--- config.mk ---
export PLATFORM = sky130hd
export DESIGN_NAME = coap_message_parser_unit
export DESIGN_NICKNAME = d
export VERILOG_FILES = /design/src/hdl/cmp_pkg.sv /design/src/hdl/cmp_front.sv /design/src/hdl/cmp_back.sv /design/src/hdl/coap_message_parser_unit.sv
export SDC_FILE = /design/constraint.sdc
export NUM_CORES = 1
export LEC_CHECK = 0
export BUFFER_PORTS_ARGS = -buffer_cell sky130_fd_sc_hd__buf_4
export CAP_MARGIN = 20
export CORE_MARGIN = 3
export CORE_UTILIZATION = 24
export DETAILED_ROUTE_END_ITERATION = 8
export GPL_ROUTABILITY_DRIVEN = 1
export PLACE_DENSITY = 0.45
export SYNTH_ARGS = -nofsm -noshare
export SYNTH_HDL_FRONTEND = slang
export SYNTH_SLANG_ARGS = --single-unit
--- constraint.sdc ---
create_clock -name i_clk -period 47.7 [get_ports i_clk]
set_clock_uncertainty 0.15 [all_clocks]
set_input_delay 2.385 -clock i_clk [delete_from_list [all_inputs] [get_ports i_clk]]
set_output_delay 2.385 -clock i_clk [all_outputs]
set_load 0.05 [all_outputs]
--- src/hdl/cmp_pkg.sv ---
// shared types, constants and helpers of the coap message parser
package cmp_pkg;

    localparam int MAX_MESSAGE_BYTES = 1024;
    localparam int IDX_W = $clog2(MAX_MESSAGE_BYTES + 1);
    localparam int Q_DEPTH = 4;
    localparam int Q_PTR_W = 2;
    localparam int Q_LVL_W = 3;
    localparam int TDATA_W = 152;

    localparam logic [7:0] MARKER_BYTE = 8'hFF;

    typedef enum logic [3:0] {
        PH_HEAD    = 4'd0,
        PH_TOKEN   = 4'd1,
        PH_OPT_HDR = 4'd2,
        PH_EXT_LEN = 4'd3,
        PH_VALUE   = 4'd4,
        PH_PAYLOAD = 4'd5,
        PH_DISCARD = 4'd6
    } t_phase;

    typedef enum logic [2:0] {
        K_HEADER  = 3'd0,
        K_OPTION  = 3'd1,
        K_END     = 3'd2,
        K_END_PAY = 3'd3,
        K_ERROR   = 3'd4
    } t_kind;

    typedef enum logic [2:0] {
        ST_SHORT_HDR = 3'd0,
        ST_BAD_VER   = 3'd1,
        ST_BAD_PKT   = 3'd2,
        ST_BAD_OPT   = 3'd3,
        ST_TOO_LONG  = 3'd4
    } t_status;

    localparam logic [15:0] OPT_URI_HOST = 16'd3;
    localparam logic [15:0] OPT_URI_PORT = 16'd7;
    localparam logic [15:0] OPT_URI_PATH = 16'd11;
    localparam logic [15:0] OPT_CFORMAT  = 16'd12;
    localparam logic [15:0] OPT_URI_QRY  = 16'd15;
    localparam logic [15:0] OPT_ACCEPT   = 16'd17;

    typedef struct packed {
        t_kind       kind;
        logic [1:0]  msg_type;
        logic [7:0]  msg_code;
        logic [15:0] msg_id;
        logic [3:0]  tok_len;
        logic [63:0] token_value;
        logic [15:0] option_number;
        logic [8:0]  opt_len;
        logic [10:0] value_offset;
        logic [15:0] uint_value;
        logic [2:0]  status;
        logic        last;
    } t_result;

    // queue status seen by the front and by the checks
    typedef struct packed {
        logic [Q_LVL_W-1:0] level;
        logic               room;
    } t_q_status;

    // option check: duplicates of single options, length limits, known numbers
    function automatic logic option_ok(input logic [15:0] num, input logic [8:0] len,
                                       input logic [3:0] delta);
        logic single;
        logic ok;
        single = (num == 16'd3) || (num == 16'd5) || (num == 16'd7) || (num == 16'd12) ||
                 (num == 16'd14) || (num == 16'd17) || (num == 16'd35) ||
                 (num == 16'd39) || (num == 16'd60);
        ok = 1'b0;
        if (num == OPT_URI_HOST) ok = (len >= 9'd1) && (len <= 9'd255);
        else if (num == OPT_URI_PATH || num == OPT_URI_QRY) ok = (len <= 9'd255);
        else if (num == OPT_URI_PORT || num == OPT_CFORMAT || num == OPT_ACCEPT)
            ok = (len <= 9'd2);
        return ok && !(single && delta == 4'd0);
    endfunction

endpackage

--- src/hdl/cmp_front.sv ---
// byte parser front: tracks message state and forms up to two results per byte
module cmp_front (
    input  logic              i_clk,
    input  logic              i_rst_n,
    input  logic              i_accept,
    input  logic [7:0]        i_byte,
    input  logic              i_last,
    output logic [1:0]        o_count,
    output cmp_pkg::t_result  o_res0,
    output cmp_pkg::t_result  o_res1
);
    import cmp_pkg::*;

    t_phase          r_phase, n_phase;
    logic [IDX_W-1:0] r_byte_index, n_byte_index;
    logic [1:0]      r_version, n_version;
    logic [1:0]      r_header_type, n_header_type;
    logic [7:0]      r_header_code, n_header_code;
    logic [15:0]     r_header_id, n_header_id;
    logic [3:0]      r_token_count, n_token_count;
    logic [63:0]     r_token_acc, n_token_acc;
    logic [15:0]     r_current_option, n_current_option;
    logic [3:0]      r_current_delta, n_current_delta;
    logic [8:0]      r_value_length, n_value_length;
    logic [8:0]      r_bytes_left, n_bytes_left;
    logic [15:0]     r_value_acc, n_value_acc;
    logic [10:0]     r_value_start, n_value_start;

    t_result         res [2];
    logic [1:0]      cnt;
    logic            do_start;
    logic            do_finish;
    logic [10:0]     next_off;
    logic            too_long;

    assign next_off = 11'({1'b0, r_byte_index} + 1'b1);
    assign too_long = (r_byte_index >= IDX_W'(MAX_MESSAGE_BYTES));

    // next state and results of the current byte
    always_comb begin
        n_phase = r_phase;
        n_byte_index = r_byte_index;
        n_version = r_version;
        n_header_type = r_header_type;
        n_header_code = r_header_code;
        n_header_id = r_header_id;
        n_token_count = r_token_count;
        n_token_acc = r_token_acc;
        n_current_option = r_current_option;
        n_current_delta = r_current_delta;
        n_value_length = r_value_length;
        n_bytes_left = r_bytes_left;
        n_value_acc = r_value_acc;
        n_value_start = r_value_start;
        res[0] = '0;
        res[1] = '0;
        cnt = 2'd0;
        do_start = 1'b0;
        do_finish = 1'b0;

        if (r_phase != PH_PAYLOAD && r_phase != PH_DISCARD && too_long) begin
            res[cnt[0]].kind = K_ERROR;
            res[cnt[0]].status = ST_TOO_LONG;
            cnt = cnt + 2'd1;
            n_phase = PH_DISCARD;
        end else begin
            unique case (r_phase)
                PH_HEAD: begin
                    if (r_byte_index == IDX_W'(0)) begin
                        n_version = i_byte[7:6];
                        n_header_type = i_byte[5:4];
                        n_token_count = i_byte[3:0];
                    end else if (r_byte_index == IDX_W'(1)) begin
                        n_header_code = i_byte;
                    end else if (r_byte_index == IDX_W'(2)) begin
                        n_header_id = {i_byte, 8'h00};
                    end else begin
                        n_header_id = {r_header_id[15:8], i_byte};
                        if (r_version != 2'd1) begin
                            res[cnt[0]].kind = K_ERROR;
                            res[cnt[0]].status = ST_BAD_VER;
                            cnt = cnt + 2'd1;
                            n_phase = PH_DISCARD;
                        end else if (r_token_count >= 4'd9) begin
                            res[cnt[0]].kind = K_ERROR;
                            res[cnt[0]].status = ST_BAD_PKT;
                            cnt = cnt + 2'd1;
                            n_phase = PH_DISCARD;
                        end else if (r_token_count == 4'd0) begin
                            res[cnt[0]].kind = K_HEADER;
                            res[cnt[0]].msg_type = r_header_type;
                            res[cnt[0]].msg_code = r_header_code;
                            res[cnt[0]].msg_id = n_header_id;
                            res[cnt[0]].tok_len = r_token_count;
                            res[cnt[0]].token_value = r_token_acc;
                            cnt = cnt + 2'd1;
                            n_phase = PH_OPT_HDR;
                        end else begin
                            n_bytes_left = {5'd0, r_token_count};
                            n_token_acc = '0;
                            n_phase = PH_TOKEN;
                        end
                    end
                end
                PH_TOKEN: begin
                    n_token_acc = {r_token_acc[55:0], i_byte};
                    n_bytes_left = r_bytes_left - 9'd1;
                    if (n_bytes_left == 9'd0) begin
                        res[cnt[0]].kind = K_HEADER;
                        res[cnt[0]].msg_type = r_header_type;
                        res[cnt[0]].msg_code = r_header_code;
                        res[cnt[0]].msg_id = r_header_id;
                        res[cnt[0]].tok_len = r_token_count;
                        res[cnt[0]].token_value = n_token_acc;
                        cnt = cnt + 2'd1;
                        n_phase = PH_OPT_HDR;
                    end
                end
                PH_OPT_HDR: begin
                    if (i_byte == MARKER_BYTE) begin
                        if (i_last) begin
                            res[cnt[0]].kind = K_ERROR;
                            res[cnt[0]].status = ST_BAD_PKT;
                            cnt = cnt + 2'd1;
                            n_phase = PH_DISCARD;
                        end else begin
                            res[cnt[0]].kind = K_END_PAY;
                            res[cnt[0]].value_offset = next_off;
                            cnt = cnt + 2'd1;
                            n_phase = PH_PAYLOAD;
                        end
                    end else if (i_byte[7:4] >= 4'd13 || i_byte[3:0] >= 4'd14) begin
                        res[cnt[0]].kind = K_ERROR;
                        res[cnt[0]].status = ST_BAD_PKT;
                        cnt = cnt + 2'd1;
                        n_phase = PH_DISCARD;
                    end else begin
                        n_current_delta = i_byte[7:4];
                        if (i_byte[3:0] == 4'd13) begin
                            n_phase = PH_EXT_LEN;
                        end else begin
                            n_value_length = {5'd0, i_byte[3:0]};
                            do_start = 1'b1;
                        end
                    end
                end
                PH_EXT_LEN: begin
                    n_value_length = {1'b0, i_byte} + 9'd13;
                    do_start = 1'b1;
                end
                PH_VALUE: begin
                    n_value_acc = {r_value_acc[7:0], i_byte};
                    n_bytes_left = r_bytes_left - 9'd1;
                    if (n_bytes_left == 9'd0) do_finish = 1'b1;
                end
                default: begin
                end
            endcase
        end

        // open the option value
        if (do_start) begin
            n_current_option = r_current_option + {12'd0, n_current_delta};
            n_value_start = next_off;
            n_bytes_left = n_value_length;
            n_value_acc = '0;
            if (n_value_length == 9'd0) do_finish = 1'b1;
            else n_phase = PH_VALUE;
        end

        // close the option value
        if (do_finish) begin
            n_phase = PH_OPT_HDR;
            if (option_ok(n_current_option, n_value_length, n_current_delta)) begin
                res[cnt[0]].kind = K_OPTION;
                res[cnt[0]].option_number = n_current_option;
                res[cnt[0]].opt_len = n_value_length;
                res[cnt[0]].value_offset = n_value_start;
                if (n_current_option == OPT_URI_PORT || n_current_option == OPT_CFORMAT ||
                    n_current_option == OPT_ACCEPT)
                    res[cnt[0]].uint_value = n_value_acc;
                cnt = cnt + 2'd1;
            end else if (n_current_option[0]) begin
                res[cnt[0]].kind = K_ERROR;
                res[cnt[0]].status = ST_BAD_OPT;
                cnt = cnt + 2'd1;
                n_phase = PH_DISCARD;
            end
        end

        // end of message
        if (i_last) begin
            if (n_phase == PH_OPT_HDR) begin
                res[cnt[0]].kind = K_END;
                cnt = cnt + 2'd1;
            end else if (n_phase == PH_HEAD) begin
                res[cnt[0]].kind = K_ERROR;
                res[cnt[0]].status = ST_SHORT_HDR;
                cnt = cnt + 2'd1;
            end else if (n_phase == PH_TOKEN || n_phase == PH_EXT_LEN ||
                         n_phase == PH_VALUE) begin
                res[cnt[0]].kind = K_ERROR;
                res[cnt[0]].status = ST_BAD_PKT;
                cnt = cnt + 2'd1;
            end
            n_phase = PH_HEAD;
            n_byte_index = '0;
            n_version = '0;
            n_header_type = '0;
            n_header_code = '0;
            n_header_id = '0;
            n_token_count = '0;
            n_token_acc = '0;
            n_current_option = '0;
            n_current_delta = '0;
            n_value_length = '0;
            n_bytes_left = '0;
            n_value_acc = '0;
            n_value_start = '0;
        end else if (!too_long) begin
            n_byte_index = r_byte_index + 1'b1;
        end

        // mark the final result of this byte
        if (cnt == 2'd1) res[0].last = 1'b1;
        else if (cnt == 2'd2) res[1].last = 1'b1;
    end

    assign o_count = i_accept ? cnt : 2'd0;
    assign o_res0 = res[0];
    assign o_res1 = res[1];

    // parser state
    always_ff @(posedge i_clk) begin
        if (!i_rst_n) begin
            r_phase <= PH_HEAD;
            r_byte_index <= '0;
            r_version <= '0;
            r_header_type <= '0;
            r_header_code <= '0;
            r_header_id <= '0;
            r_token_count <= '0;
            r_token_acc <= '0;
            r_current_option <= '0;
            r_current_delta <= '0;
            r_value_length <= '0;
            r_bytes_left <= '0;
            r_value_acc <= '0;
            r_value_start <= '0;
        end else if (i_accept) begin
            r_phase <= n_phase;
            r_byte_index <= n_byte_index;
            r_version <= n_version;
            r_header_type <= n_header_type;
            r_header_code <= n_header_code;
            r_header_id <= n_header_id;
            r_token_count <= n_token_count;
            r_token_acc <= n_token_acc;
            r_current_option <= n_current_option;
            r_current_delta <= n_current_delta;
            r_value_length <= n_value_length;
            r_bytes_left <= n_bytes_left;
            r_value_acc <= n_value_acc;
            r_value_start <= n_value_start;
        end
    end

endmodule

--- src/hdl/cmp_back.sv ---
// result queue and output side: takes up to two results a cycle, sends one while i_ready is high
module cmp_back (
    input  logic                   i_clk,
    input  logic                   i_rst_n,
    input  logic [1:0]             i_count,
    input  cmp_pkg::t_result       i_res0,
    input  cmp_pkg::t_result       i_res1,
    input  logic                   i_ready,
    output logic                   o_valid,
    output cmp_pkg::t_result       o_res,
    output cmp_pkg::t_q_status     o_status
);
    import cmp_pkg::*;

    t_result              r_mem [Q_DEPTH];
    logic [Q_PTR_W-1:0]   r_wr, n_wr;
    logic [Q_PTR_W-1:0]   r_rd, n_rd;
    logic [Q_LVL_W-1:0]   r_level, n_level;
    logic                 pop;

    assign o_valid = (r_level != '0);
    assign o_res = r_mem[r_rd];
    assign pop = o_valid && i_ready;
    assign o_status.level = r_level;
    assign o_status.room = (r_level <= Q_LVL_W'(Q_DEPTH - 2));

    // pointers and fill level
    always_comb begin
        n_wr = r_wr + Q_PTR_W'(i_count);
        n_rd = r_rd + Q_PTR_W'(pop);
        n_level = r_level + Q_LVL_W'(i_count) - Q_LVL_W'(pop);
    end

    always_ff @(posedge i_clk) begin
        if (!i_rst_n) begin
            r_wr <= '0;
            r_rd <= '0;
            r_level <= '0;
        end else begin
            r_wr <= n_wr;
            r_rd <= n_rd;
            r_level <= n_level;
        end
    end

    // queue storage
    always_ff @(posedge i_clk) begin
        if (i_count != 2'd0) r_mem[r_wr] <= i_res0;
        if (i_count == 2'd2) r_mem[r_wr + Q_PTR_W'(1)] <= i_res1;
    end

endmodule

--- src/hdl/coap_message_parser_unit.sv ---
// coap message parser top level: byte stream in, result stream out
// the results of a byte are registered in the result queue before they are offered
// throughput: one byte per cycle while the four-entry result queue holds two results
// or fewer; the input stalls while it holds three or more, as a byte may yield two
// reset: synchronous active-low i_rst_n clears parser state and empties the queue
module coap_message_parser_unit (
    input  logic                          i_clk,
    input  logic                          i_rst_n,
    input  logic                          i_s_tvalid,
    output logic                          o_s_tready,
    input  logic [7:0]                    i_s_tdata,  // data_byte
    input  logic                          i_s_tlast,  // last_byte
    output logic                          o_m_tvalid,
    input  logic                          i_m_tready,
    // msg_type, msg_code, msg_id, tok_len, token_value, option_number,
    // opt_len, value_offset, uint_value, status, zero fill
    output logic [cmp_pkg::TDATA_W-1:0]   o_m_tdata,
    output logic [2:0]                    o_m_tuser,  // kind
    output logic                          o_m_tlast   // last
);
    import cmp_pkg::*;

    logic       accept;
    logic [1:0] count;
    t_result    res0, res1, out_res;
    t_q_status  q_status;

    assign o_s_tready = q_status.room;
    assign accept = i_s_tvalid && o_s_tready;

    cmp_front u_front (
        .i_clk    (i_clk),
        .i_rst_n  (i_rst_n),
        .i_accept (accept),
        .i_byte   (i_s_tdata),
        .i_last   (i_s_tlast),
        .o_count  (count),
        .o_res0   (res0),
        .o_res1   (res1)
    );

    cmp_back u_back (
        .i_clk    (i_clk),
        .i_rst_n  (i_rst_n),
        .i_count  (count),
        .i_res0   (res0),
        .i_res1   (res1),
        .i_ready  (i_m_tready),
        .o_valid  (o_m_tvalid),
        .o_res    (out_res),
        .o_status (q_status)
    );

    // pack the result transaction
    assign o_m_tdata = {3'd0, out_res.status, out_res.uint_value, out_res.value_offset,
                        out_res.opt_len, out_res.option_number, out_res.token_value,
                        out_res.tok_len, out_res.msg_id, out_res.msg_code,
                        out_res.msg_type};
    assign o_m_tuser = out_res.kind;
    assign o_m_tlast = out_res.last;

`ifndef SYNTHESIS
    // queue never overfills
    a_level_max: assert property (@(posedge i_clk) disable iff (!i_rst_n)
        q_status.level <= Q_LVL_W'(Q_DEPTH))
        else $error("result queue overfilled");

    // output valid tracks queue occupancy
    a_valid_level: assert property (@(posedge i_clk) disable iff (!i_rst_n)
        o_m_tvalid == (q_status.level != '0))
        else $error("output valid disagrees with queue level");

    // a pushed pair of results with no pop in that cycle is visible in the level next cycle
    a_push_pair: assert property (@(posedge i_clk) disable iff (!i_rst_n)
        (count == 2'd2 && !(o_m_tvalid && i_m_tready)) |=>
        q_status.level == $past(q_status.level) + Q_LVL_W'(2))
        else $error("result pair not queued");
`endif

endmodule
==> results.md <==
* Seq cells post-synth at 795
* Overflow after GRT at 0
* First-pass DRT Iterations at 5
* Pwr/cell area at 52.35 nW/um^2
* Slowest CP cell: buf_4
* Core Footprint at 148,400 sq um
* Cell Rows at 141
* Reg clk slew, reported paths at 60 ps
* Max Root-Sink Buffers at 3
* Most common flop cell mapped by yosys: edfxtp_1
* Minimum hold slack at 298.8 ps
* Synth area leader: edfxtp_1
* Fin util at 28.64%
* Clk_lat worst skew at 700 ps
* CTS-repair resized insts at 0
* Post-synth EDFFs at 612
* GR Util met1 at 20.05%
* Postcts setup bufs at 0
* Busiest layer in global routing: met2
* WL/cell at 21.20 um
* GRT Overall Usage at 14.02%
* I/O Buffers at 167
* Initial Utilization at 24.27%
* Crit path DAT at 9650 ps
* Number of DRC markers in iteration 0 at 2,203
* Area Growth Syn to Fin at 18.00%
* Vias in the first global route at 24,520
* Global-route wire length before repair at 166,200 um
* CP Cell Sequence: buf_4 > inv_1 > ha_1 > o211ai_1 > nand4_1 > mux2i_1 > inv_1 > ha_1 > fa_1 > a211oi_1 > nor3_1 > and4_1 > a211o_1 > o21ai_1 > nand4b_4 > or3_1 > nor4_1 > or3_1 > a21oi_1 > nor3_2 > buf_4 > buf_4
* CTS tree: built
* Clk sinks at 795
* Max_cap viols at 0
* P_int at 1.425 mW
* Largest net degree at the start of global routing at 137
* GR Layer Usage met2 at 21.97%
* Max Freq at 105.4 MHz
* Period utilisation layout at 19.89%
* Io pins at 171
* Final instance count without filler cells at 5,228
* Vias per cell at 4.697
* Hold buffers post-CTS at 0
* Met3 Use GR at 2.391%
* Post-synth ARST share at 0%
* Post-Place Cells at 5,063
* Die W at 393.4 um
* Dpl ws at 37,520 ps
* Post-synthesis cell count at 3,015
* Synth area leaders: edfxtp_1 (51%), dfxtp_1 (10%), mux4_2 (9.6%)
* Yosys top cell area share at 51.04%
* Root Buffer: clkbuf_16
* Final setup violation count at 0
* Final HPWL DP at 66,590 um
* RSZ-0062 raised after global routing: no
* P_sw at 0.7995 mW
* Routed WL at 110,800 um
* Seq pwr share at 38.4%
* H-tree Lvls at 3
* Critical path buffers and inverters at 5
* YS warnings at 0
* CTS Buf Count at 87
* Max VDD drop at 25.67 uV
* Min cycle time layout at 9489 ps
* Status: completed
* Via count at 24,560
* Setup crit end kind: register
* R2r worst-path depth at 19
* Worst Path Class, Setup: primary input to register
* Final TNS setup at 0 ps
* Max-slew headroom at 24.93%
* Slew @ Worst Pin at 1122 ps
* Crit path max fanout at 65
* Final net count at 3,185
* Clk pwr share at 30.4%
* Hold Fails Final Rpt at 0
* Sw Share at 35.94%
* Levels on crit path at 22
* WHS Path Cells at 2
* Share of cells above drive strength 1 at 17.12%
* Number of distinct library cells after synthesis at 88
* Cell mode on critical path: buf_4
* Sequential fraction of the synthesis area at 61.21%
* Slew Viols, Final at 0
* CP Launch Type: primary input
* Crit-path max cell delay at 870 ps
* Placer congestion estimate at 0.8202
* Syn_area_per_cell at 11.94 sq um
* Combinational share of power at 31.2%
* Setup slack after layout at 38,210 ps
* Synthesized cell area at 36,010 sq um
* Crit path max-delay family: simple AND/OR/NAND/NOR gates
* HP Class: register to register
* WP data required at 47,860 ps
* Static Leak at 15.27 nW
* Total Die Area at 154,700 sq um
* DR DRC count at 0
* Initial antenna violation count at 3
* DIE HEIGHT at 393.4 um
* ANT nets after route at 0
[power by group through the flow]
| stage | sequential [mW] | combinational (mW) | clock, mW |
|---|---|---|---|
| floorplan | 0.877 | 0.476 | 0 |
| global placement | 0.869 | 0.705 | 0 |
| detailed placement | 0.870 | 0.706 | 0 |
| CTS | 0.856 | 0.708 | 0.696 |
| global route | 0.862 | 0.731 | 0.723 |
| finish | 0.854 | 0.693 | 0.677 |
[cells in the final DEF (no fill, tap or decap), types with 39 or more instances in the layout]
| cell type | count |
|---|---|
| o21ai_0 | 54 |
| mux4_2 | 153 |
| a22oi_1 | 53 |
| a22o_1 | 73 |
| edfxtp_1 | 612 |
| nand2_1 | 263 |
| nand3_1 | 105 |
| clkbuf_16 | 88 |
| buf_4 | 216 |
| a21oi_1 | 153 |
| mux2i_1 | 39 |
| nor2_1 | 693 |
| dfxtp_1 | 181 |
| nor3_1 | 39 |
| conb_1 | 51 |
[Yosys cell counts (43+ instances only)]
master / n
nand3_1: 105
nand2_1: 263
a21oi_1: 155
a22o_1: 73
nor2_1: 697
edfxtp_1: 612
clkbuf_1: 151
a22oi_1: 53
dfxtp_1: 183
o21ai_0: 55
nor3_1: 43
mux4_2: 153
[kinds of logic after synthesis]
group           Yosys count  share of synthesized area, %
buf+inv                 262                         2.957
compound gates          463                         8.749
other cells               1                       0.01041
flops                   795                         61.21
fa+ha+maj                20                        0.7366
simple gates           1249                         14.85
xor+xnor                 29                        0.7053
mux                     196                         10.78
[sequential cells by signal (all words and copies together), names as in the netlist, 8 cells and up]
| signal | flops |
|---|---|
| u_back.r_mem | 612 |
| u_front.r_value_length | 9 |
| u_front.r_byte_index | 11 |
| u_front.r_token_acc | 64 |
| u_front.r_current_option | 16 |
| u_front.r_header_id | 16 |
| u_front.r_bytes_left | 9 |
| u_front.r_header_code | 8 |
| u_front.r_value_acc | 16 |
| u_front.r_value_start | 11 |
[path summary, 6_finish.rpt]
kind / startpoint / to / slack, ps
max: i_s_tdata[0] / u_back.r_mem[1][112] / 38210
min: u_front.r_token_acc[57] / u_front.r_token_acc[57] / 300
max reg2reg: u_front.r_phase[1] / u_back.r_mem[1][112] / 39440
min reg2reg: u_front.r_token_acc[57] / u_front.r_token_acc[57] / 300
[worst reg2reg max path: cells and delay by family, from the launching register on]
kind            cells  cell delay, ps
simple gates        9            2930
buf+inv             3            1800
compound gates      4            1200
fa+ha+maj           2             740
flops               1             730
mux                 1             300
[routing by layer]
metal / part of all wire [%] / up-vias
li1: - / 11320
met1: 47 / 12510
met2: 46 / 592
met5: 0 / -
met3: 5.0 / 128
met4: 1.8 / 0
[stage by stage]
stage	cell area (sq um)	power, mW
floorplan	36200	1.353
global placement	39580	1.575
detailed placement	39600	1.577
CTS	42430	2.260
global route	42490	2.316
finish	42490	2.224
[area by class of cell]
class                      count  area (sq um)
antenna                        2         5.005
clock buffer                 114          2340
clock inverter                47         494.2
fill                       15320        105900
inverter                      39         151.4
multi-input combinational   2008         13220
sequential                   795         22050
tap                         2002          2505
timing repair buffer         221          1728
Power figures use the tool's default switching activity.
